===== src/hw/rtl/brsa_pkg.sv =====
package brsa_pkg;

  localparam int COORD_BITS = 16;
  localparam int WB = ((COORD_BITS > 16) ? COORD_BITS : 16) + 2;
  localparam int PW = 15;
  localparam int AW = 13;
  localparam int DW = 16;
  localparam int LANES = 4;
  localparam int ADDR_BITS = 4;

  localparam logic [1:0] REG_CANVAS_W = 2'd0;
  localparam logic [1:0] REG_CANVAS_H = 2'd1;
  localparam logic [1:0] REG_ALIGN    = 2'd2;
  localparam logic [1:0] REG_GUARD    = 2'd3;

  typedef logic signed [COORD_BITS-1:0] coord_t;
  typedef logic [PW-1:0] pix_t;

  typedef struct packed {
    coord_t need_x;
    coord_t need_y;
    coord_t need_w;
    coord_t need_h;
    coord_t reuse_x;
    coord_t reuse_y;
    coord_t reuse_w;
    coord_t reuse_h;
  } in_word_t;

  typedef struct packed {
    pix_t out_x;
    pix_t out_y;
    pix_t out_w;
    pix_t out_h;
    logic is_empty;
  } out_word_t;

  typedef struct packed {
    pix_t            cnv_w;
    pix_t            cnv_h;
    logic [AW-1:0]   align_step;
    logic [AW-1:0]   guard_margin;
  } cfg_t;

  // clipped request, carried through the divider row
  typedef struct packed {
    logic                      empty;
    logic                      rfit;
    logic                      gempty;
    logic                      rok;
    pix_t                      ql;
    pix_t                      qt;
    pix_t                      qr;
    pix_t                      qb;
    pix_t                      rx;
    pix_t                      ry;
    pix_t                      rw;
    pix_t                      rh;
    logic [LANES-1:0][DW-1:0]  dvd;
    logic [LANES-1:0][AW-1:0]  rem;
  } ctx_t;

endpackage


===== src/hw/rtl/brsa_div_cell.sv =====
module brsa_div_cell #(
  parameter int BIT = 15
) (
  input  logic                       clk,
  input  logic                       rst_n,
  input  logic [brsa_pkg::AW-1:0]    align,
  input  logic                       vld_i,
  input  brsa_pkg::ctx_t             dat_i,
  output logic                       rdy_o,
  output logic                       vld_o,
  output brsa_pkg::ctx_t             dat_o,
  input  logic                       rdy_i
);
  import brsa_pkg::*;

  logic v_r, en;
  ctx_t d_r, d_nxt;

  assign en    = !v_r || rdy_i;
  assign rdy_o = en;
  assign vld_o = v_r;
  assign dat_o = d_r;

  // one restoring step on every lane
  always_comb begin
    logic [AW:0] trial;
    d_nxt = dat_i;
    for (int l = 0; l < LANES; l++) begin
      trial = {dat_i.rem[l], dat_i.dvd[l][BIT]};
      if (trial >= {1'b0, align}) d_nxt.rem[l] = AW'(trial - {1'b0, align});
      else d_nxt.rem[l] = trial[AW-1:0];
    end
  end

  always_ff @(posedge clk) begin
    if (!rst_n) begin
      v_r <= 1'b0;
    end else if (en) begin
      v_r <= vld_i;
    end
  end

  always_ff @(posedge clk) begin
    if (en) d_r <= d_nxt;
  end

endmodule


===== config.mk =====
export PLATFORM = sky130hd
export DESIGN_NAME = brsa_div_cell
export DESIGN_NICKNAME = d
export VERILOG_FILES = /design/src/hw/rtl/brsa_pkg.sv /design/src/hw/rtl/brsa_div_cell.sv
export SDC_FILE = /design/constraint.sdc
export NUM_CORES = 1
export LEC_CHECK = 0
export BUFFER_PORTS_ARGS = -buffer_cell sky130_fd_sc_hd__clkbuf_2
export CORE_AREA = 2 2 193 195
export DETAILED_ROUTE_END_ITERATION = 6
export DIE_AREA = 0 0 195 197
export PLACE_DENSITY = 0.56
export RECOVER_POWER = 25
export SLEW_MARGIN = 20
export SYNTH_ARGS = -nofsm -noshare
export SYNTH_HDL_FRONTEND = slang
export SYNTH_SLANG_ARGS = --single-unit

===== constraint.sdc =====
create_clock -name clk -period 10.2 [get_ports clk]
set_input_delay 0.51 -clock clk [delete_from_list [all_inputs] [get_ports clk]]
set_output_delay 0.51 -clock clk [all_outputs]
set_load 0.05 [all_outputs]

==> impl_metrics.ini <==
[logic_synthesis]
synth_warnings = 0
yosysTopAreaCellShare = 0.684
synth-main-ff-cell = edfxtp_1
syn-num-nets = 987
avgSynthCellArea_um2 = 15.6
netlist-cell-type-count = 67
synth_edf_count = 240
synthesis.area_um2 = 10500
synth-seq-cells = 241
synth_top_area_cell = edfxtp_1
synthCells = 674
synth_area_leaders = edfxtp_1, ha_1, mux2_4, a21oi_1, xnor2_1
synthArstFlopShare = 0
seq_area_frac_synth = 0.686

[detailed_routing]
via_per_inst = 4.65
drc = 0
wl_per_cell_um = 22.4
drtIter0Drc = 405
vias = 7849
routed_wl_um = 37900
ant_nets = 0
drt_pre_antenna_iters = 5

[finish]
drive_gt1_frac = 0.477
synthToLayoutAreaGrowth_pct = 37.3
fin_nets = 1512
regArea_um2 = 7230
fillCellCount = 3518
final_core_util = 0.399
multi_input_comb_area_um2 = 3140
design_area_um2 = 14500

[setup_path]
r2r_start = vld_o
worst_setup_path_start_kind = flip-flop
cp-end-kind = flip-flop
arrival_ps = 3020
r2r_setup_slack_ps = 7370
crit_type = flip-flop to flip-flop
timing.rr.end = dat_o[108]
crit_fanout = 77
reg2regPathDepth = 3
required_ps = 10390
crit_start = vld_o
setup.worst_path.end = dat_o[108]

[placement]
dp_hpwl_um = 30200
place_area_um2 = 13600
port_buffers = 498
gp_congestion = 0.879

[clock_tree]
postCtsHoldBufs = 0
clock_latency_ps = 570
cts_buffer_depth = 3
tritoncts = done
cts_root_buf = clkbuf_16
cts_made_buffers = 29
cts_sinks = 241
cts_setup_buffers = 0
cts_max_level = 1
clkTransAtPathRegs_ps = 60
ctsResizeCount = 0

[timing]
finalHoldViolCount = 0
fmax_ghz = 0.353
finalSetupTns_ps = 0
worstMarginPinSlew_ps = 1020
fin_crit_ps = 2830
slew_headroom = 0.321
fin_worst_skew_ps = 8.58
setup_viol = 0
fin_crit_sh = 0.277
rsz0062_at_grt = no
slew_viol_final = 0

[die]
die_x_um = 195
io_pins = 499
die_area_um2 = 38400
die_h_um = 197
core_area_um2 = 36300
initial_core_util = 0.291
fp-row-count = 70

[grt]
grt_pass1_wl_um = 52800
globalRouteTotalUtil = 0.188
antenna_found_initial = 5
gr-total-overflow = 0
grt_max_degree = 78
first_global_vias = 7821

[power]
powerDensity_nw_per_um2 = 203
vdd_drop_max_uv = 114
p_leak_nw = 6.52

[min_path]
hold_class = primary input to flip-flop

[run_status]
status = finished clean

[run]
maxCapViolCount = 0
==> per-layer routing <==
metal  global-route usage  up-vias  part of all wire
li1                     -     3676                 -
met1                0.225     3819              0.40
met2                0.332      300              0.51
met3               0.0560       48             0.072
met4               0.0492        6             0.022
met5                    0        -           0.00098
==> logic make-up (layout without fill, tap and decap cells) <==
| group | count (synthesis) | in the layout | share of synthesized area |
|---|---|---|---|
| flops | 241 | 241 | 0.686 |
| simple gates | 129 | 129 | 0.0632 |
| xor+xnor | 28 | 28 | 0.0233 |
| mux | 42 | 42 | 0.0496 |
| fa+ha+maj | 56 | 56 | 0.0693 |
| buf+inv | 41 | 586 | 0.0169 |
| other cells | 0 | 1 | 0 |
| compound gates | 137 | 137 | 0.0921 |
==> placed cells by master (no fill, tap or decap), types with 3 or more instances in the layout <==
master / n
a21oi_1: 37
o211ai_1: 6
clkbuf_1: 8
clkbuf_16: 29
clkinv_1: 7
nor2_1: 43
or3_1: 5
nor3_1: 11
inv_1: 33
nor2b_1: 12
nand4_1: 8
mux2_4: 16
o21a_1: 15
o21ai_0: 22
xor2_1: 9
nand2_1: 18
a21o_1: 14
nand3_1: 7
or2_2: 3
mux2_2: 12
buf_4: 4
nand2b_1: 5
clkbuf_2: 496
fa_1: 4
and2_1: 4
mux2_1: 6
o31a_1: 9
ha_1: 52
xnor2_1: 19
a211oi_1: 5
mux2i_1: 8
clkinv_2: 5
edfxtp_1: 240
==> worst min-delay path by stage <==
| stage | startpoint | to | slack [ps] | cells after the start |
|---|---|---|---|---|
| 3_3_place_gp | dat_i[188] | dat_o[188] | 690 | 1 |
| 2_1_floorplan | dat_i[100] | dat_o[100] | 610 | 0 |
| 4_1_cts | dat_i[205] | dat_o[205] | 70 | 1 |
| 5_1_grt | dat_i[141] | dat_o[141] | 90 | 1 |
| 3_5_place_dp | dat_i[79] | dat_o[79] | 690 | 1 |
| 6_report | dat_i[164] | dat_o[164] | 110 | 1 |
==> cell usage after synthesis, drive strengths merged, types with 9 or more instances <==
| cell type | count |
|---|---|
| ha | 52 |
| a21o | 14 |
| xnor2 | 19 |
| xor2 | 9 |
| o21a | 15 |
| o31a | 9 |
| inv | 33 |
| edfxtp | 240 |
| nand2 | 18 |
| mux2 | 34 |
| a21oi | 37 |
| o21ai | 25 |
| nor2b | 13 |
| nor3 | 12 |
| nor2 | 44 |
==> metrics by stage <==
| step | instances | setup slack [ps] | hold slack [ps] | total power, mW |
|---|---|---|---|---|
| 3_3_place_gp | 1636 | 6860 | 688 | 2.00 |
| 6_report | 1688 | 7370 | 113 | 2.94 |
| 4_1_cts | 1687 | 7290 | 73.9 | 2.98 |
| 2_1_floorplan | 674 | 2590 | 609 | 1.80 |
| 5_1_grt | 1687 | 7150 | 85.8 | 3.06 |
| 3_5_place_dp | 1636 | 6820 | 689 | 2.01 |
==> worst max-delay path: stages (launching register included) <==
cell,delay [ps]
dfxtp_1,330
nand2b_4,380
buf_4,690
buf_4,890
==> report_power, final <==
group	switching [mW]	total, mW	internal (mW)
clock	0.414	0.959	0.545
sequential	0.0303	1.23	1.20
combinational	0.542	0.746	0.204
total	0.987	2.94	1.95
==> flip-flops by register name (all words and copies together) (netlist names) <==
register and flops:
dat_o 240, vld_o 1
==> area by class of cell <==
class	instances	share of cell area
multi-input cells	392	0.217
clock inverters	16	0.00804
diodes	1	0.000173
clock buffers	35	0.0517
repair buffers	502	0.174
inverters	33	0.00856
well taps	468	0.0405
flip-flops and latches	241	0.500
(Power assumes the default switching activity.)
