[src/hw/rtl/brsa_pkg.sv]
package brsa_pkg;

  localparam int COORD_BITS = 16;
  localparam int WB = ((COORD_BITS > 16) ? COORD_BITS : 16) + 2;
  localparam int PW = 15;
  localparam int AW = 13;
  localparam int DW = 16;
  localparam int LANES = 4;
  localparam int ADDR_BITS = 4;

  localparam logic [1:0] REG_CANVAS_W = 2'd0;
  localparam logic [1:0] REG_CANVAS_H = 2'd1;
  localparam logic [1:0] REG_ALIGN    = 2'd2;
  localparam logic [1:0] REG_GUARD    = 2'd3;

  typedef logic signed [COORD_BITS-1:0] coord_t;
  typedef logic [PW-1:0] pix_t;

  typedef struct packed {
    coord_t need_x;
    coord_t need_y;
    coord_t need_w;
    coord_t need_h;
    coord_t reuse_x;
    coord_t reuse_y;
    coord_t reuse_w;
    coord_t reuse_h;
  } in_word_t;

  typedef struct packed {
    pix_t out_x;
    pix_t out_y;
    pix_t out_w;
    pix_t out_h;
    logic is_empty;
  } out_word_t;

  typedef struct packed {
    pix_t            cnv_w;
    pix_t            cnv_h;
    logic [AW-1:0]   align_step;
    logic [AW-1:0]   guard_margin;
  } cfg_t;

  // clipped request, carried through the divider row
  typedef struct packed {
    logic                      empty;
    logic                      rfit;
    logic                      gempty;
    logic                      rok;
    pix_t                      ql;
    pix_t                      qt;
    pix_t                      qr;
    pix_t                      qb;
    pix_t                      rx;
    pix_t                      ry;
    pix_t                      rw;
    pix_t                      rh;
    logic [LANES-1:0][DW-1:0]  dvd;
    logic [LANES-1:0][AW-1:0]  rem;
  } ctx_t;

endpackage

[src/hw/rtl/brsa_front.sv]
module brsa_front (
  input  logic              clk,
  input  logic              rst_n,
  input  brsa_pkg::cfg_t    cfg,
  input  logic              vld_i,
  input  brsa_pkg::in_word_t dat_i,
  output logic              rdy_o,
  output logic              vld_o,
  output brsa_pkg::ctx_t    dat_o,
  input  logic              rdy_i
);
  import brsa_pkg::*;

  typedef struct packed {
    logic empty;
    logic rok;
    pix_t ql;
    pix_t qt;
    pix_t qr;
    pix_t qb;
    pix_t rx;
    pix_t ry;
    pix_t rw;
    pix_t rh;
  } f1_t;

  f1_t  s1_r, s1_nxt;
  logic v1_r, v2_r, en1, en2;
  ctx_t s2_r, s2_nxt;

  function automatic pix_t clip(logic signed [WB-1:0] v, pix_t hi);
    logic signed [WB-1:0] hs;
    hs = $signed({{(WB-PW){1'b0}}, hi});
    if (v < 0) return '0;
    else if (v > hs) return hi;
    else return v[PW-1:0];
  endfunction

  assign en2   = !v2_r || rdy_i;
  assign en1   = !v1_r || en2;
  assign rdy_o = en1;
  assign vld_o = v2_r;
  assign dat_o = s2_r;

  always_comb begin
    logic signed [WB-1:0] nx, ny, nw, nh, rx, ry, rw, rh, cws, chs;
    nx  = WB'(dat_i.need_x);
    ny  = WB'(dat_i.need_y);
    nw  = WB'(dat_i.need_w);
    nh  = WB'(dat_i.need_h);
    rx  = WB'(dat_i.reuse_x);
    ry  = WB'(dat_i.reuse_y);
    rw  = WB'(dat_i.reuse_w);
    rh  = WB'(dat_i.reuse_h);
    cws = $signed({{(WB-PW){1'b0}}, cfg.cnv_w});
    chs = $signed({{(WB-PW){1'b0}}, cfg.cnv_h});
    s1_nxt.empty = (nw <= 0) || (nh <= 0) || (cfg.cnv_w == '0) ||
                   (cfg.cnv_h == '0) || (cfg.align_step == '0);
    s1_nxt.ql = clip(nx, cfg.cnv_w);
    s1_nxt.qt = clip(ny, cfg.cnv_h);
    s1_nxt.qr = clip(nx + nw, cfg.cnv_w);
    s1_nxt.qb = clip(ny + nh, cfg.cnv_h);
    s1_nxt.rok = (rw > 0) && (rh > 0) && (rx >= 0) && (ry >= 0) &&
                 (rw <= cws) && (rh <= chs) && (rx + rw <= cws) && (ry + rh <= chs);
    s1_nxt.rx = rx[PW-1:0];
    s1_nxt.ry = ry[PW-1:0];
    s1_nxt.rw = rw[PW-1:0];
    s1_nxt.rh = rh[PW-1:0];
  end

  always_comb begin
    pix_t qw, qh, gl, gt, gr, gb, gm;
    logic [DW-1:0] grs, gbs;
    gm  = PW'(cfg.guard_margin);
    qw  = s1_r.qr - s1_r.ql;
    qh  = s1_r.qb - s1_r.qt;
    gl  = (s1_r.ql > gm) ? s1_r.ql - gm : '0;
    gt  = (s1_r.qt > gm) ? s1_r.qt - gm : '0;
    grs = DW'(s1_r.qr) + DW'(cfg.guard_margin);
    gbs = DW'(s1_r.qb) + DW'(cfg.guard_margin);
    gr  = (grs > DW'(cfg.cnv_w)) ? cfg.cnv_w : grs[PW-1:0];
    gb  = (gbs > DW'(cfg.cnv_h)) ? cfg.cnv_h : gbs[PW-1:0];
    s2_nxt.empty  = s1_r.empty || (s1_r.qr <= s1_r.ql) || (s1_r.qb <= s1_r.qt);
    s2_nxt.rfit   = s1_r.rok && (s1_r.rw >= qw) && (s1_r.rh >= qh);
    s2_nxt.gempty = (gr <= gl) || (gb <= gt);
    s2_nxt.rok    = s1_r.rok;
    s2_nxt.ql     = s1_r.ql;
    s2_nxt.qt     = s1_r.qt;
    s2_nxt.qr     = s1_r.qr;
    s2_nxt.qb     = s1_r.qb;
    s2_nxt.rx     = s1_r.rx;
    s2_nxt.ry     = s1_r.ry;
    s2_nxt.rw     = s1_r.rw;
    s2_nxt.rh     = s1_r.rh;
    s2_nxt.dvd[0] = DW'(gl);
    s2_nxt.dvd[1] = DW'(gt);
    s2_nxt.dvd[2] = DW'(gr) + DW'(cfg.align_step) - DW'(1);
    s2_nxt.dvd[3] = DW'(gb) + DW'(cfg.align_step) - DW'(1);
    s2_nxt.rem    = '0;
  end

  always_ff @(posedge clk) begin
    if (!rst_n) begin
      v1_r <= 1'b0;
      v2_r <= 1'b0;
    end else begin
      if (en1) v1_r <= vld_i;
      if (en2) v2_r <= v1_r;
    end
  end

  always_ff @(posedge clk) begin
    if (en1) s1_r <= s1_nxt;
    if (en2) s2_r <= s2_nxt;
  end

endmodule

[config.mk]
export PLATFORM = sky130hd
export DESIGN_NAME = brsa_front
export DESIGN_NICKNAME = d
export VERILOG_FILES = /design/src/hw/rtl/brsa_pkg.sv /design/src/hw/rtl/brsa_front.sv
export SDC_FILE = /design/constraint.sdc
export NUM_CORES = 1
export LEC_CHECK = 0
export BUFFER_PORTS_ARGS = -buffer_cell sky130_fd_sc_hd__buf_2
export CAP_MARGIN = 20
export CORE_AREA = 5 5 214 216
export CTS_CLUSTER_SIZE = 40
export DETAILED_ROUTE_END_ITERATION = 7
export DIE_AREA = 0 0 219 221
export PLACE_DENSITY = 0.84
export REMOVE_ABC_BUFFERS = 1
export SLEW_MARGIN = 20
export SYNTH_ARGS = -nofsm -noshare
export SYNTH_HDL_FRONTEND = slang
export SYNTH_SLANG_ARGS = --single-unit
[constraint.sdc]
create_clock -name clk -period 18.45 [get_ports clk]
set_input_delay 5.535 -clock clk [delete_from_list [all_inputs] [get_ports clk]]
set_output_delay 5.535 -clock clk [all_outputs]
set_load 0.02 [all_outputs]
==> out/qor.csv <==
stage;metric;value;unit
timing;setup_viol;0;
detailed_routing;vias;19656;
timing;clock.fmax;79.4;MHz
logic_synthesis;syn_inst;2303;
worst_setup_path;rr_startpoint;s1_r[75]$_SDFFCE_PN0P_;
detailed_routing;first_pass_iters;5;
power_and_ir_drop;internal_power;2.30;mW
worst_setup_path;cp_common_cell;buf_2;
detailed_routing;highest-signal-layer;met5;
worst_setup_path;cp-startpoint;rdy_i;
clock_network;insertion_delay;560;ps
detailed_routing;drtIter0Drc;1880;
placed_design;dp.final_hpwl;62500;um
cells_and_area;drive_gt1_share;17.1;%
timing;final-hold-violation-count;0;
worst_setup_path;cp.arrival;7060;ps
logic_synthesis;ys_seq_area_share;38.5;%
global_route;grtUsageTotal;30.7;%
clock_network;cts.sink_count;310;
global_route;grt.overflow.total;0;
die;ios;430;
detailed_routing;wl_met2;35700;um
timing;skew;20.4;ps
cells_and_area;finalInstanceArea;0.0278;mm^2
timing;worst_slack;5850;ps
clock_network;cts_tree;built;
clock_network;hold_buffers;0;
cells_and_area;fin_util;63.5;%
clock_network;post_cts_buffers;0;
worst_setup_path;critPathKind;input pin to output pin;
cells_and_area;final_cell_mix;405 x ha_1, 375 x buf_2, 308 x edfxtp_1, 241 x inv_1, 154 x a21oi_1;
logic_synthesis;synth_ff_type;edfxtp_1;
detailed_routing;drc;0;
clock_network;clk_pin_slew_worst_paths;60;ps
logic_synthesis;ys_types;67;
logic_synthesis;ys_seq_elements;310;
placed_design;place_area;0.0266;mm^2
logic_synthesis;yosys_warnings;0;
clock_network;cts_root_buf;clkbuf_16;
power_and_ir_drop;swShare;41.4;%
global_route;grt_pass1_vias;20022;
clock_network;cts_buffers;36;
timing;relSlewSlack;31.6;%
global_route;grt_pass1_wl;115000;um
logic_synthesis;synth-async-reset-ratio;0;%
logic_synthesis;avgSynthCellArea;10.5;um^2
worst_setup_path;cp_slowest_cell;nand2_4;
global_route;antenna_found_initial;2;
clock_network;cts_resized;0;
detailed_routing;wl_met3;6460;um
worst_setup_path;worstPathCellList;buf_2 -> nor2b_1 -> nand2_4 -> buf_2;
worst_setup_path;crit_family;simple AND/OR/NAND/NOR gates;
die;die_area;0.0484;mm^2
cells_and_area;layout.nets;3311;
die;start_util;55.2;%
die;rows;77;
cells_and_area;area_delta_synth_final;15.0;%
timing;tns;0;ps
worst_setup_path;r2r_slack;10860;ps
cells_and_area;final_common_cell;ha_1;
status;status;finished, final reports clean;
die;die_y;221;um
power_and_ir_drop;power_density;141;mW/mm^2
detailed_routing;drt-total-wl;77100;um
cells_and_area;antenna_cells;0;
detailed_routing;wl_per_cell;23.2;um
power_and_ir_drop;power.leakage;13.3;nW
detailed_routing;viasPerCell;5.91;
clock_network;htreeDepth;2;
worst_setup_path;cp-start-kind;input pin;
worst_setup_path;r2r.worst_path.cells;31;
worst_hold_path;min-delay-start;s1_r[58]$_DFFE_PP_;
timing;period_minus_slack;12600;ps
worst_hold_path;holdPathStages;0;
placed_design;io_buffers;375;
placed_design;dp.cells;3260;
power_and_ir_drop;pwr-share-clk;18.9;%
run;max_cap_viol_count;0;
logic_synthesis;synth_edf_count;308;
timing;period_share;68.3;%
worst_setup_path;required;12910;ps
global_route;grt_max_degree;66;
worst_setup_path;r2r-end;dat_o[99]$_DFFE_PP_;
timing;worst_slew_pin_slew;1010;ps
power_and_ir_drop;power_switching;1.62;mW
die;die_w;219;um
die;core-area;0.0437;mm^2
power_and_ir_drop;total_power;3.92;mW
worst_setup_path;crit_fanout;59;
detailed_routing;ant_nets;0;
cells_and_area;layoutNonFillerInstCount;3324;
worst_setup_path;end_kind;output pin;
detailed_routing;met1_length;31600;um
worst_hold_path;min_to;dat_o[174]$_DFFE_PP_;
worst_setup_path;path_buf_inv;2;
logic_synthesis;synth_area;0.0242;mm^2
timing;drv_slew;0;
timing;hold_ws;415;ps
worst_hold_path;hold_class;register to register;
timing;grt_setup_unrepaired;false;
power_and_ir_drop;pwr-share-seq;27.2;%
placed_design;gp_congestion;0.975;
cells_and_area;fillCellCount;3559;
placed_design;post-place-ws;5830;ps
power_and_ir_drop;power_frac_comb;53.9;%
worst_setup_path;cpPeakStageDelay;560;ps
power_and_ir_drop;vdd_ir_drop_max;0.0787;mV
clock_network;cts_buffer_depth;3;
power groups by stage:
stage | Sequential, mW | Combinational [mW] | Clock [mW]
3_3_place_gp | 1.08 | 2.00 | 0
3_5_place_dp | 1.08 | 2.07 | 0
2_1_floorplan | 1.15 | 1.40 | 0
4_1_cts | 1.07 | 2.09 | 0.750
5_1_grt | 1.07 | 2.34 | 0.778
6_report | 1.07 | 2.11 | 0.739
sequential cells by signal (all words and copies together), names as in the netlist:
| name | count |
|---|---|
| s1_r | 122 |
| vld_o | 1 |
| dat_o | 186 |
| v1_r | 1 |
worst max path at each step:
stage | cells after the start | end | slack (ps)
4_1_cts | 4 | rdy_o | 5840
3_5_place_dp | 4 | rdy_o | 5830
6_report | 4 | rdy_o | 5850
5_1_grt | 4 | rdy_o | 5760
3_3_place_gp | 4 | rdy_o | 5900
2_1_floorplan | 2 | rdy_o | 4620
cell families after synthesis:
logic type                 count (synthesis)  synth area share, %
other                                      1               0.0155
buffers and inverters                    313                 5.74
DFF                                      310                 38.5
adders and majority gates                419                 22.1
and+or+nand+nor                          521                 11.0
muxes                                     93                 3.93
AOI/OAI and AO/OA                        499                 13.5
xor gates and xnor gates                 147                 5.33
synth_stat cells (12+ instances only):
master	instances	area (um^2)
ha_1	405	5070
edfxtp_1	308	9250
inv_1	242	908
a21oi_1	154	771
nor2_1	130	488
xnor2_1	106	928
nand2_1	84	315
a21o_1	80	601
mux2i_1	80	801
o21ai_0	79	395
buf_4	54	405
nand2b_1	50	313
o21a_1	50	375
nand4_1	46	288
nand3_1	42	210
nor2b_1	42	263
xor2_1	41	359
nor3_1	40	200
nor4_1	29	181
o21bai_1	26	195
and2_1	16	100
a211oi_1	12	90.1
fa_1	12	240
mux2_2	12	135
layer usage:
metal	vias up	track usage (%)
met5	-	0
met4	2	11.7
met3	189	6.96
met2	884	50.3
met1	9378	39.9
li1	9203	-
layout make-up:
class	instances	area (um^2)	share of cell area, %
clock buffer	45	966	3.48
clock inverter	19	234	0.842
inverter	242	913	3.29
multi-input combinational	1733	13700	49.3
sequential	310	9290	33.4
tap	592	741	2.67
timing repair buffer	383	1940	6.97
(Power assumes the default switching activity.)
