--- config.mk ---
export PLATFORM = sky130hd
export DESIGN_NAME = brsa_back
export DESIGN_NICKNAME = d
export VERILOG_FILES = /design/src/hw/rtl/brsa_pkg.sv /design/src/hw/rtl/brsa_back.sv
export SDC_FILE = /design/constraint.sdc
export NUM_CORES = 1
export LEC_CHECK = 0
export ABC_AREA = 1
export BUFFER_PORTS_ARGS = -buffer_cell sky130_fd_sc_hd__buf_4
export CAP_MARGIN = 0
export CELL_PAD_IN_SITES_DETAIL_PLACEMENT = 1
export CELL_PAD_IN_SITES_GLOBAL_PLACEMENT = 2
export CORE_ASPECT_RATIO = 1.75
export CORE_MARGIN = 10
export CORE_UTILIZATION = 34
export CTS_BUF_LIST = sky130_fd_sc_hd__clkbuf_8
export DETAILED_ROUTE_END_ITERATION = 8
export HOLD_SLACK_MARGIN = 0.05
export PLACE_DENSITY = 0.92
export SYNTH_ARGS = -nofsm -noshare
export SYNTH_HDL_FRONTEND = slang
export SYNTH_SLANG_ARGS = --single-unit
--- constraint.sdc ---
create_clock -name clk -period 10.35 [get_ports clk]
set_input_delay 0.5175 -clock clk [delete_from_list [all_inputs] [get_ports clk]]
set_output_delay 0.5175 -clock clk [all_outputs]
set_load 0.005 [all_outputs]
--- src/hw/rtl/brsa_pkg.sv ---
package brsa_pkg;

  localparam int COORD_BITS = 16;
  localparam int WB = ((COORD_BITS > 16) ? COORD_BITS : 16) + 2;
  localparam int PW = 15;
  localparam int AW = 13;
  localparam int DW = 16;
  localparam int LANES = 4;
  localparam int ADDR_BITS = 4;

  localparam logic [1:0] REG_CANVAS_W = 2'd0;
  localparam logic [1:0] REG_CANVAS_H = 2'd1;
  localparam logic [1:0] REG_ALIGN    = 2'd2;
  localparam logic [1:0] REG_GUARD    = 2'd3;

  typedef logic signed [COORD_BITS-1:0] coord_t;
  typedef logic [PW-1:0] pix_t;

  typedef struct packed {
    coord_t need_x;
    coord_t need_y;
    coord_t need_w;
    coord_t need_h;
    coord_t reuse_x;
    coord_t reuse_y;
    coord_t reuse_w;
    coord_t reuse_h;
  } in_word_t;

  typedef struct packed {
    pix_t out_x;
    pix_t out_y;
    pix_t out_w;
    pix_t out_h;
    logic is_empty;
  } out_word_t;

  typedef struct packed {
    pix_t            cnv_w;
    pix_t            cnv_h;
    logic [AW-1:0]   align_step;
    logic [AW-1:0]   guard_margin;
  } cfg_t;

  // clipped request, carried through the divider row
  typedef struct packed {
    logic                      empty;
    logic                      rfit;
    logic                      gempty;
    logic                      rok;
    pix_t                      ql;
    pix_t                      qt;
    pix_t                      qr;
    pix_t                      qb;
    pix_t                      rx;
    pix_t                      ry;
    pix_t                      rw;
    pix_t                      rh;
    logic [LANES-1:0][DW-1:0]  dvd;
    logic [LANES-1:0][AW-1:0]  rem;
  } ctx_t;

endpackage

--- src/hw/rtl/brsa_back.sv ---
module brsa_back (
  input  logic                clk,
  input  logic                rst_n,
  input  brsa_pkg::cfg_t      cfg,
  input  logic                vld_i,
  input  brsa_pkg::ctx_t      dat_i,
  output logic                rdy_o,
  output logic                vld_o,
  output brsa_pkg::out_word_t dat_o,
  input  logic                rdy_i
);
  import brsa_pkg::*;

  typedef struct packed {
    logic empty;
    logic fit;
    pix_t ql;
    pix_t qt;
    pix_t qr;
    pix_t qb;
    pix_t rx;
    pix_t ry;
    pix_t al;
    pix_t at;
    pix_t w;
    pix_t h;
  } b1_t;

  b1_t       b1_r, b1_nxt;
  out_word_t o_r, o_nxt;
  logic      v1_r, v2_r, en1, en2;

  function automatic pix_t fit(pix_t start, pix_t stop, pix_t cap, pix_t limit,
                               pix_t pref);
    logic signed [PW+1:0] los;
    pix_t lo, hi;
    los = $signed({2'b0, stop}) - $signed({2'b0, cap});
    lo  = (los < 0) ? '0 : los[PW-1:0];
    hi  = limit - cap;
    if (start < hi) hi = start;
    if (lo > hi) return '0;
    else if (pref < lo) return lo;
    else if (pref > hi) return hi;
    else return pref;
  endfunction

  assign en2   = !v2_r || rdy_i;
  assign en1   = !v1_r || en2;
  assign rdy_o = en1;
  assign vld_o = v2_r;
  assign dat_o = o_r;

  always_comb begin
    logic [DW-1:0] cr, cb;
    pix_t al, at, ar, ab, aw, ah, w, h;
    al = PW'(dat_i.dvd[0] - DW'(dat_i.rem[0]));
    at = PW'(dat_i.dvd[1] - DW'(dat_i.rem[1]));
    cr = dat_i.dvd[2] - DW'(dat_i.rem[2]);
    cb = dat_i.dvd[3] - DW'(dat_i.rem[3]);
    ar = (cr > DW'(cfg.cnv_w)) ? cfg.cnv_w : cr[PW-1:0];
    ab = (cb > DW'(cfg.cnv_h)) ? cfg.cnv_h : cb[PW-1:0];
    aw = ar - al;
    ah = ab - at;
    if (dat_i.rfit) begin
      w = dat_i.rw;
      h = dat_i.rh;
    end else if (dat_i.rok) begin
      w = (dat_i.rw > aw) ? dat_i.rw : aw;
      h = (dat_i.rh > ah) ? dat_i.rh : ah;
      if (w > cfg.cnv_w) w = cfg.cnv_w;
      if (h > cfg.cnv_h) h = cfg.cnv_h;
    end else begin
      w = aw;
      h = ah;
    end
    b1_nxt.empty = dat_i.empty ||
                   (!dat_i.rfit && (dat_i.gempty || (ar <= al) || (ab <= at)));
    b1_nxt.fit   = dat_i.rfit || dat_i.rok;
    b1_nxt.ql    = dat_i.ql;
    b1_nxt.qt    = dat_i.qt;
    b1_nxt.qr    = dat_i.qr;
    b1_nxt.qb    = dat_i.qb;
    b1_nxt.rx    = dat_i.rx;
    b1_nxt.ry    = dat_i.ry;
    b1_nxt.al    = al;
    b1_nxt.at    = at;
    b1_nxt.w     = w;
    b1_nxt.h     = h;
  end

  always_comb begin
    o_nxt = '0;
    o_nxt.is_empty = b1_r.empty;
    if (!b1_r.empty) begin
      o_nxt.out_w = b1_r.w;
      o_nxt.out_h = b1_r.h;
      if (b1_r.fit) begin
        o_nxt.out_x = fit(b1_r.ql, b1_r.qr, b1_r.w, cfg.cnv_w, b1_r.rx);
        o_nxt.out_y = fit(b1_r.qt, b1_r.qb, b1_r.h, cfg.cnv_h, b1_r.ry);
      end else begin
        o_nxt.out_x = b1_r.al;
        o_nxt.out_y = b1_r.at;
      end
    end
  end

  always_ff @(posedge clk) begin
    if (!rst_n) begin
      v1_r <= 1'b0;
      v2_r <= 1'b0;
    end else begin
      if (en1) v1_r <= vld_i;
      if (en2) v2_r <= v1_r;
    end
  end

  always_ff @(posedge clk) begin
    if (en1) b1_r <= b1_nxt;
    if (en2) o_r <= o_nxt;
  end

endmodule

==> metrics, run 1 <==
run status complete, no violations; required time of the critical path 10.72 ns; post-DR wirelength/cell 21.9 um; total grt overflow 0; critical-path maximum fanout 30; yosys synthesis warning count 0; CTS tree done; Mapped Area 22400 sq um; DRT iter0 DRCs 963; minimum clock period after layout 8.74 ns; type of destination of the critical path register; count of flip-flops with a built-in enable after synthesis 213; fraction of registers with async set/reset 0%; setup slack of the most critical reg-to-reg path 3.03 ns; number of cells produced by synthesis 3041; DR vias/cell 5.14; layer with the highest usage met2; area taken by flip-flops and latches 6440 sq um; source of the worst register-to-register timing path b1_r[15]; layout overhead on the synthesized area 24.2%; Leak Pwr 14.6 nW; met1 routing resource usage after global routing 23.6%; buffer levels on the longest clock path 3; total chip power 8.65 mW; area used by multi-input combinational logic 13800 sq um; delay contributed by the slowest stage of the critical path 0.48 ns; worst-case clock skew 0.0333 ns; Filler Cell Count 8180; Routed Wire Length 96.6 mm; Design Area, Final 27900 sq um; final weighted congestion in routability-driven placement 0.998; list of most frequent post-synthesis cells nand2_1, inv_1, ha_1; Hold Crit Depth 1; CP Class input port to register; post-detailed-placement half-perimeter wirelength 81.0 mm; standard-cell rows 124; Worst Hold Endpoint b1_r[118]; total power divided by cell area 310 nW/um^2; Final Max Slew Viols 0; proportion of netlist area held by the largest area contributor 28.5%; starting density of the core 34.4%; MaxCap Viol Count 0; final count of hold timing violations 0; data arrival time of the worst path 9.11 ns; number of nets in the synthesized netlist 3687; I/O Pins 363; number of buffers inserted to repair setup after CTS 0; total via count in the routed design 22634; first-pass GRT wire length 143 mm; Worst VDD drop 0.168 mV; placeable core area 65300 sq um; antenna violation net count after detailed routing 0; hold buffer count at CTS 88; maximum clock frequency 114 MHz; DR pass1 iterations 5; Remaining DRCs 0; antenna violations before repair 13; Clk Latency, worst-skew pair 0.65 ns; layout net count 4134; count of cells resized by post-cts repair 0; fraction of layout cells with a size suffix above 1 14.6%; met3 global-route usage 5.33%; Tcrit/Tclk final 84.4%; crit path buf inv count 5; post-synthesis sequential area ratio 28.7%; DIE HEIGHT 360 um; startpoint types input port; Reg clk slew, reported paths 0.06 ns; placement-stage cell area 26100 sq um; dominant cell by count in the synthesized netlist nand2_1; H-tree lvl count 2; non-filler cells in the finished layout 4403; capture instance of the worst register-to-register path dat_o[52]; CTS sink cnt 215; overall track demand over capacity in global routing 24.3%; slowest stage cell, crit path o21ai_2; Unique masters post-synth 61; actual transition at the worst max-transition pin 1.22 ns; port buffer count 334; RSZ-0062 raised after global routing no; width of the die 214 um; pin count of the biggest net entering global routing 69; Post-Place Cells 4241; synthesized area per cell 7.38 sq um; family with the most delay on the worst path simple AND/OR/NAND/NOR gates; worst hold-check path type input port to register; post-synthesis sequential element count 215; clock buffer count from CTS 39; biggest area consumer among synthesized cells edfxtp_1; accumulated negative setup slack 0 ns; biggest area contributors in the synthesized netlist edfxtp_1, ha_1, nand2_1; Rel. slew slack 18.5%; Finish-stage setup viols 0; critical hold path startpoint dat_i[204]; FF-to-FF path depth 27; met2 track demand over resource 44.6%; floorplan die area 77100 sq um; number of global-route vias before repair 24200; crit-path most repeated cell nand2_1; Clock Tree Root clkbuf_8; dominant register cell in the synthesized netlist edfxtp_1
==> worst max path at each step <==
stage               depth (start not counted)        from       end
finish                                     53   dat_i[26]  b1_r[17]
CTS                                        53   dat_i[26]  b1_r[17]
floorplan                                  58  dat_i[100]   b1_r[0]
detailed placement                         53   dat_i[26]  b1_r[17]
global route                               53   dat_i[26]  b1_r[17]
global placement                           50   dat_i[26]  b1_r[17]
==> through the flow <==
| step | hold slack [ns] | util, % | worst slack [ns] |
|---|---|---|---|
| 3_3_place_gp | 0.468 | 40.0 | 0.997 |
| 6_report | 0.110 | 42.7 | 1.61 |
| 5_1_grt | 0.0640 | 42.6 | 0.651 |
| 3_5_place_dp | 0.481 | 40.0 | 0.896 |
| 2_1_floorplan | 0.424 | - | 2.83 |
| 4_1_cts | 0.0517 | 42.6 | 1.56 |
==> sequential cells by signal (all words and copies together) (netlist names) <==
signal  cells
b1_r      152
dat_o      61
v1_r        1
vld_o       1
==> cell families (layout without fill, tap and decap cells) <==
| family | Yosys count | in the layout | synth area share, % |
|---|---|---|---|
| other cells | 0 | 6 | 0 |
| xor+xnor | 96 | 96 | 4.00 |
| compound gates | 518 | 518 | 12.8 |
| fa+ha+maj | 346 | 346 | 19.6 |
| flops | 215 | 215 | 28.7 |
| buf+inv | 583 | 1057 | 10.0 |
| simple gates | 1283 | 1283 | 24.9 |
==> per-layer routing <==
metal,vias to the layer above,wire length [um]
met2,648,48900
met3,261,5450
li1,11053,-
met1,10656,34200
met4,16,7990
met5,-,95
==> cell type report <==
cell class / instances / area share [%]
multi-input cells: 2243 / 49.5
flip-flops and latches: 215 / 23.1
repair buffers: 463 / 13.3
inverters: 526 / 7.09
well taps: 882 / 3.96
clock buffers: 41 / 2.03
clock inverters: 27 / 0.966
diodes: 6 / 0.0539
==> power breakdown <==
group	switching [mW]	internal, mW	leakage [nW]	total, mW
Sequential	0.0933	1.19	2.34	1.28
Clock	0.412	0.516	0.457	0.927
Combinational	4.25	2.20	11.8	6.44
==> cells in the final DEF, fill, tap and decap left out, types with 37 or more instances in the layout <==
cell and instances:
nand2_1 742, inv_1 531, buf_4 374, ha_1 336, a21oi_1 249, nand3_1 240
edfxtp_1 213, o21ai_0 164, nor2_1 143, dlygate4sd3_1 88, xor2_1 55, clkbuf_8 41
xnor2_1 37
Power figures use the tool's default switching activity.
==> run 2: changes to the inputs <==
CORE_UTILIZATION = 31   (was 34)
PLACE_DENSITY = 0.88   (was 0.92)
clock period = 7.8 ns   (was 10.35 ns; I/O delays follow)
==> run 2 against run 1 <==
Net effect: non-clock buffer count is 232 higher; critical path depth increased by 6; utilization decreased by 0.47 points; die area rose by 8.9%; design area is 8.6% higher; clock power is 27% higher; final cell count up 6.2%; sequential cell count stayed put; critical path type unchanged; largest cell class unchanged; highest routed layer unchanged.
==> metrics, run 2 (synthesis gave the netlist of run 1 again) <==
run status complete, no violations; buffer levels on the longest clock path 3 (unchanged); post-detailed-placement half-perimeter wirelength 86.7 mm (+6.9%); required time of the critical path 8.15 ns (-2.57 ns); Clk Latency, worst-skew pair 0.64 ns (about the same); antenna violations before repair 5 (-8); H-tree lvl count 2 (unchanged); DRT iter0 DRCs 1305 (+36%); Clock Tree Root clkbuf_8; CTS tree done; total grt overflow 0 (unchanged); delay contributed by the slowest stage of the critical path 0.34 ns (-0.14 ns); DR pass1 iterations 5 (unchanged); final count of hold timing violations 0 (unchanged); post-DR wirelength/cell 21.9 um (-0.19%); placement-stage cell area 27800 sq um (+6.5%); CTS sink cnt 215 (unchanged); Finish-stage setup viols 0 (unchanged); maximum clock frequency 136 MHz; layout net count 4367 (+5.6%); number of global-route vias before repair 25553 (+5.6%); Remaining DRCs 0 (unchanged); critical-path maximum fanout 14 (-53%); actual transition at the worst max-transition pin 1.15 ns (-0.0734 ns); CP Class input port to register; Tcrit/Tclk final 94.6%; Worst VDD drop 0.169 mV (+0.71%); crit-path most repeated cell nand2_1; pin count of the biggest net entering global routing 74 (+7.2%); Final Max Slew Viols 0 (unchanged); register containing the most flip-flops in the final layout b1_r; leading cell type in the layout, fill and taps excluded nand2_1; Design Area, Final 30300 sq um (+8.6%); clock buffer count from CTS 40 (+2.6%); fraction of layout cells with a size suffix above 1 21.9% (+7.4 points); top library cells by usage in the layout, fill and taps aside nand2_1, buf_4, inv_1, ha_1, a21oi_1; layout overhead on the synthesized area 34.8%; DR vias/cell 5.10 (-0.81%); starting density of the core 31.3% (-3.1 points); total power divided by cell area 415 nW/um^2 (+34%); worst hold-check path type input port to register; final weighted congestion in routability-driven placement 0.987 (-1.0%); standard-cell rows 130 (+4.8%); worst-case clock skew 0.0498 ns (+0.0165 ns); first-pass GRT wire length 149 mm (+4.2%); Reg clk slew, reported paths 0.06 ns (about the same); total via count in the routed design 23854 (+5.4%); DIE HEIGHT 376 um (+4.5%); Leak Pwr 15.8 nW (+8.1%); type of destination of the critical path register; I/O Pins 363 (unchanged); minimum clock period after layout 7.38 ns; floorplan die area 84000 sq um (+8.9%); MaxCap Viol Count 0 (unchanged); Rel. slew slack 23.3% (+4.9 points); placeable core area 71700 sq um (+9.8%); port buffer count 334 (unchanged); utilization of the core after routing 42.2% (-0.47 points); data arrival time of the worst path 7.73 ns (-1.38 ns); flip-flop count of the largest register, all copies and words added 152 (unchanged); Routed Wire Length 102 mm (+6.0%); startpoint types input port; width of the die 223 um (+4.3%); antenna violation net count after detailed routing 0 (unchanged); slowest stage cell, crit path fa_2; overall track demand over capacity in global routing 23.3% (-1.0 points)
## run 2: repair_timing
action | CTS | global route
hold buffers | 94 | 0
setup buffers | 0 | 9
hold endpoints to repair | 93 | 0
endpoints found under the setup margin | 0 | 30
gates resized for setup | 0 | 124
## run 2: worst max-delay path, delay by kind of cell
kind,cells,cell delay [ns]
compound gates,14,1.62
xor+xnor,2,0.46
fa+ha+maj,6,1.55
simple gates,24,2.43
buf+inv,13,1.24
## run 2: power breakdown
| part | switching (mW) | leakage, nW | internal [mW] |
|---|---|---|---|
| sequential | 0.149 | 2.34 | 1.58 |
| clock | 0.563 | 0.454 | 0.619 |
| combinational | 5.91 | 13.0 | 3.74 |
| total | 6.62 | 15.8 | 5.94 |
## run 2: per-layer routing
| layer | GRT usage (%) | vias up | share of wire, % |
|---|---|---|---|
| met3 | 3.95 | 250 | 4.5 |
| met1 | 22.2 | 11418 | 35 |
| met2 | 44.8 | 667 | 53 |
| met5 | 0 | - | 0.043 |
| met4 | 15.3 | 8 | 7.3 |
| li1 | - | 11511 | - |
## run 2: final timing paths
path / from / depth (start not counted) / slack, ns / to
min reg2reg: v1_r / 2 / 0.51 / vld_o
max reg2reg: b1_r[15] / 29 / 0.93 / dat_o[50]
min: dat_i[66] / 3 / 0.11 / b1_r[59]
max: dat_i[39] / 59 / 0.42 / b1_r[12]
## run 2: cell type report
cell class,count,area [sq um]
clock buffer,40,551
timing repair buffer,695,5550
multi-input combinational,2243,14300
sequential,215,6440
antenna,3,7.51
tap,924,1160
inverter,526,1970
clock inverter,32,258
fill,8949,41500
## run 2: stage by stage
| stage | hold WS [ns] | power (mW) | worst slack (ns) | std cells | setup TNS (ns) |
|---|---|---|---|---|---|
| 2_1_floorplan | 0.424 | 7.17 | 0.411 | 3041 | 0 |
| 3_3_place_gp | 0.471 | 10.7 | -0.301 | 4497 | -7.34 |
| 3_5_place_dp | 0.496 | 10.9 | -0.581 | 4497 | -13.77 |
| 4_1_cts | 0.0616 | 12.2 | 0.0318 | 4663 | 0 |
| 5_1_grt | 0.103 | 13.7 | -0.0563 | 4676 | -0.372 |
| 6_report | 0.111 | 12.6 | 0.422 | 4678 | 0 |
==> run 3: changes to the inputs <==
BUFFER_PORTS_ARGS = -buffer_cell sky130_fd_sc_hd__buf_2   (was -buffer_cell sky130_fd_sc_hd__buf_4)
==> run 3 against run 2 <==
Net effect: combinational power increased by 0.7%; clock power about the same; largest power group unchanged; total power increased by 0.26%; fmax decreased by 2.6%; register-to-register slack improved by 0.51 ns; final cell count increased by 0.49%; global-route usage decreased by 0.30 points; die area unchanged; utilization decreased by 0.91 points; highest routed layer unchanged; critical endpoint unchanged; setup slack got worse by 0.20 ns; critical path depth decreased by 5.
==> metrics, run 3 (synthesis gave the netlist of run 1 again) <==
overall track demand over capacity in global routing 23.0% (-0.30 points); maximum clock frequency 132 MHz (-2.6%); FF-to-FF path depth 29 (unchanged); final setup margin 0.224 ns (-0.198 ns); DIE HEIGHT 376 um (unchanged); fraction of layout cells with a size suffix above 1 22.3% (+0.40 points); CTS tree done; critical path endpoint b1_r[12]; standard-cell rows 130 (unchanged); source of the worst register-to-register timing path b1_r[15]; clock buffer count from CTS 40 (unchanged); Post-Place Setup Slack -0.503 ns (+0.0782 ns); total via count in the routed design 23997 (+0.60%); Final Max Slew Viols 0 (unchanged); non-filler cells in the finished layout 4701 (+0.49%); critical-path maximum fanout 8 (-6); Routed Wire Length 102 mm (-0.34%); fraction of power spent switching nets 52.6% (-0.12 points); Worst VDD drop 0.176 mV (+4.4%); delay contributed by the slowest stage of the critical path 0.65 ns (+0.31 ns); crit-path most repeated cell nand2_1; Leak Pwr 15.7 nW (-0.72%); post-DR wirelength/cell 21.7 um (-0.83%); floorplan die area 84000 sq um (unchanged); area taken by flip-flops and latches 6440 sq um (unchanged); part of the total power dissipated in the clock network 9.2% (-0.2 points); Clock Tree Root clkbuf_8; type of destination of the critical path register; run status complete, no violations; total grt overflow 0 (unchanged); setup slack of the most critical reg-to-reg path 1.44 ns (+0.51 ns); capture instance of the worst register-to-register path dat_o[60]; Min Hold Slack 0.138 ns (+0.0273 ns); placeable core area 71700 sq um (unchanged); antenna violations before repair 10 (+5); met3 global-route usage 3.86% (-0.085 points); layout overhead on the synthesized area 31.9%; leading cell type in the layout, fill and taps excluded nand2_1; worst hold-check path type input port to register; layout net count 4395 (+0.64%); Reg clk slew, reported paths 0.07 ns (about the same); minimum clock period after layout 7.58 ns (+0.197 ns); Clk Latency, worst-skew pair 0.64 ns (about the same); MaxCap Viol Count 0 (unchanged); pin count of the biggest net entering global routing 70 (-5.4%); buffer levels on the longest clock path 3 (unchanged); worst-case clock skew 0.0701 ns (+0.0203 ns); CTS sink cnt 215 (unchanged); final weighted congestion in routability-driven placement 0.985 (-0.21%); Finish-stage setup viols 0 (unchanged); cell internal power dissipation 5.97 mW (+0.52%); starting density of the core 31.3% (unchanged); final count of hold timing violations 0 (unchanged); flip-flop count of the largest register, all copies and words added 152 (unchanged); register containing the most flip-flops in the final layout b1_r; antenna violation net count after detailed routing 0 (unchanged); DR vias/cell 5.10 (+0.11%); met2 track demand over resource 44.5% (-0.28 points); startpoint types input port; total power divided by cell area 425 nW/um^2 (+2.5%); DRT iter0 DRCs 1276 (-2.2%); Rel. slew slack 29.9% (+6.6 points); actual transition at the worst max-transition pin 1.05 ns (-0.0986 ns); Flop pwr share 13.6% (about the same); data arrival time of the worst path 7.92 ns (+0.19 ns); I/O Pins 363 (unchanged); top library cells by usage in the layout, fill and taps aside nand2_1, inv_1, buf_2, ha_1, buf_4; layer with the highest usage met2; required time of the critical path 8.14 ns (about the same); combinational fraction of design power 77.2% (+0.3 points); number of global-route vias before repair 25514 (-0.15%); Post-Place Cells 4517 (+0.44%); total chip power 12.6 mW (+0.26%); Filler Cell Count 9007 (+0.65%); sw power 6.62 mW (about the same); Tcrit/Tclk final 97.1% (+2.5 points); slowest stage cell, crit path o41ai_4; port buffer count 334 (unchanged); Remaining DRCs 0 (unchanged); area used by multi-input combinational logic 14300 sq um (-0.29%); first-pass GRT wire length 147 mm (-1.2%); met1 routing resource usage after global routing 22.0% (-0.16 points); H-tree lvl count 2 (unchanged); width of the die 223 um (unchanged); Setup crit start dat_i[100]; CP Class input port to register; DR pass1 iterations 5 (unchanged); post-detailed-placement half-perimeter wirelength 85.9 mm (-0.91%)
[run 3: cell types whose count changed in the layout (fill, tap and decap cells not counted), moves of 3 or more]
cell	change
buf_2	+336
buf_4	-309
a21oi_1	+4
a21oi_2	-4
ha_1	+3
nand2_1	-3
[run 3: worst max-delay path, delay by kind of cell]
kind,cells,cell delay (ns)
buf+inv,12,1.27
simple gates,24,2.38
fa+ha+maj,7,1.77
xor+xnor,2,0.49
compound gates,9,1.62
[run 3: how the worst min path moves through the flow]
| stage | startpoint | cells after the start | to | slack [ns] |
|---|---|---|---|---|
| finish | dat_i[66] | 3 | b1_r[59] | 0.14 |
| global route | dat_i[66] | 3 | b1_r[59] | 0.11 |
| CTS | dat_i[131] | 3 | b1_r[15] | 0.09 |
| detailed placement | b1_r[151] | 0 | dat_o[0] | 0.45 |
| global placement | b1_r[151] | 0 | dat_o[0] | 0.44 |
| floorplan | b1_r[151] | 0 | dat_o[0] | 0.42 |
[run 3: timing repair]
item	CTS	global route
setup buffers	0	14
endpoints found under the setup margin	0	30
hold buffers	94	0
gates resized for setup	0	119
endpoints found under the hold margin	93	0
[run 3: cell type report]
| type | instances | area share, % |
|---|---|---|
| Antenna cell | 3 | 0.0254 |
| Clock buffer | 42 | 1.95 |
| Clock inverter | 25 | 0.714 |
| Inverter | 526 | 6.67 |
| Multi-Input combinational cell | 2243 | 48.3 |
| Sequential cell | 215 | 21.7 |
| Tap cell | 924 | 3.90 |
| Timing Repair Buffer | 723 | 16.7 |
[run 3: metal layers]
layer	up-vias	wire, um
met3	281	5080
met5	-	102
met4	16	7180
met2	717	54300
li1	11569	-
met1	11414	35400
[run 3: power groups by stage]
stage	Combinational, mW	Sequential [mW]	Clock [mW]
after global placement	8.88	1.73	0
after floorplan	5.50	1.67	0
after detailed placement	9.11	1.73	0
final	9.72	1.71	1.16
after CTS	9.19	1.71	1.20
after global routing	10.7	1.73	1.24
[run 3: per-stage QoR]
| stage | cell area (sq um) | setup TNS, ns | util [%] |
|---|---|---|---|
| after CTS | 28900 | 0 | 40.2 |
| after detailed placement | 27100 | -11.82 | 37.8 |
| final | 29600 | 0 | 41.3 |
| after global routing | 29600 | -3.42 | 41.3 |
| after floorplan | 22400 | 0 | - |
| after global placement | 27100 | -7.65 | 37.8 |
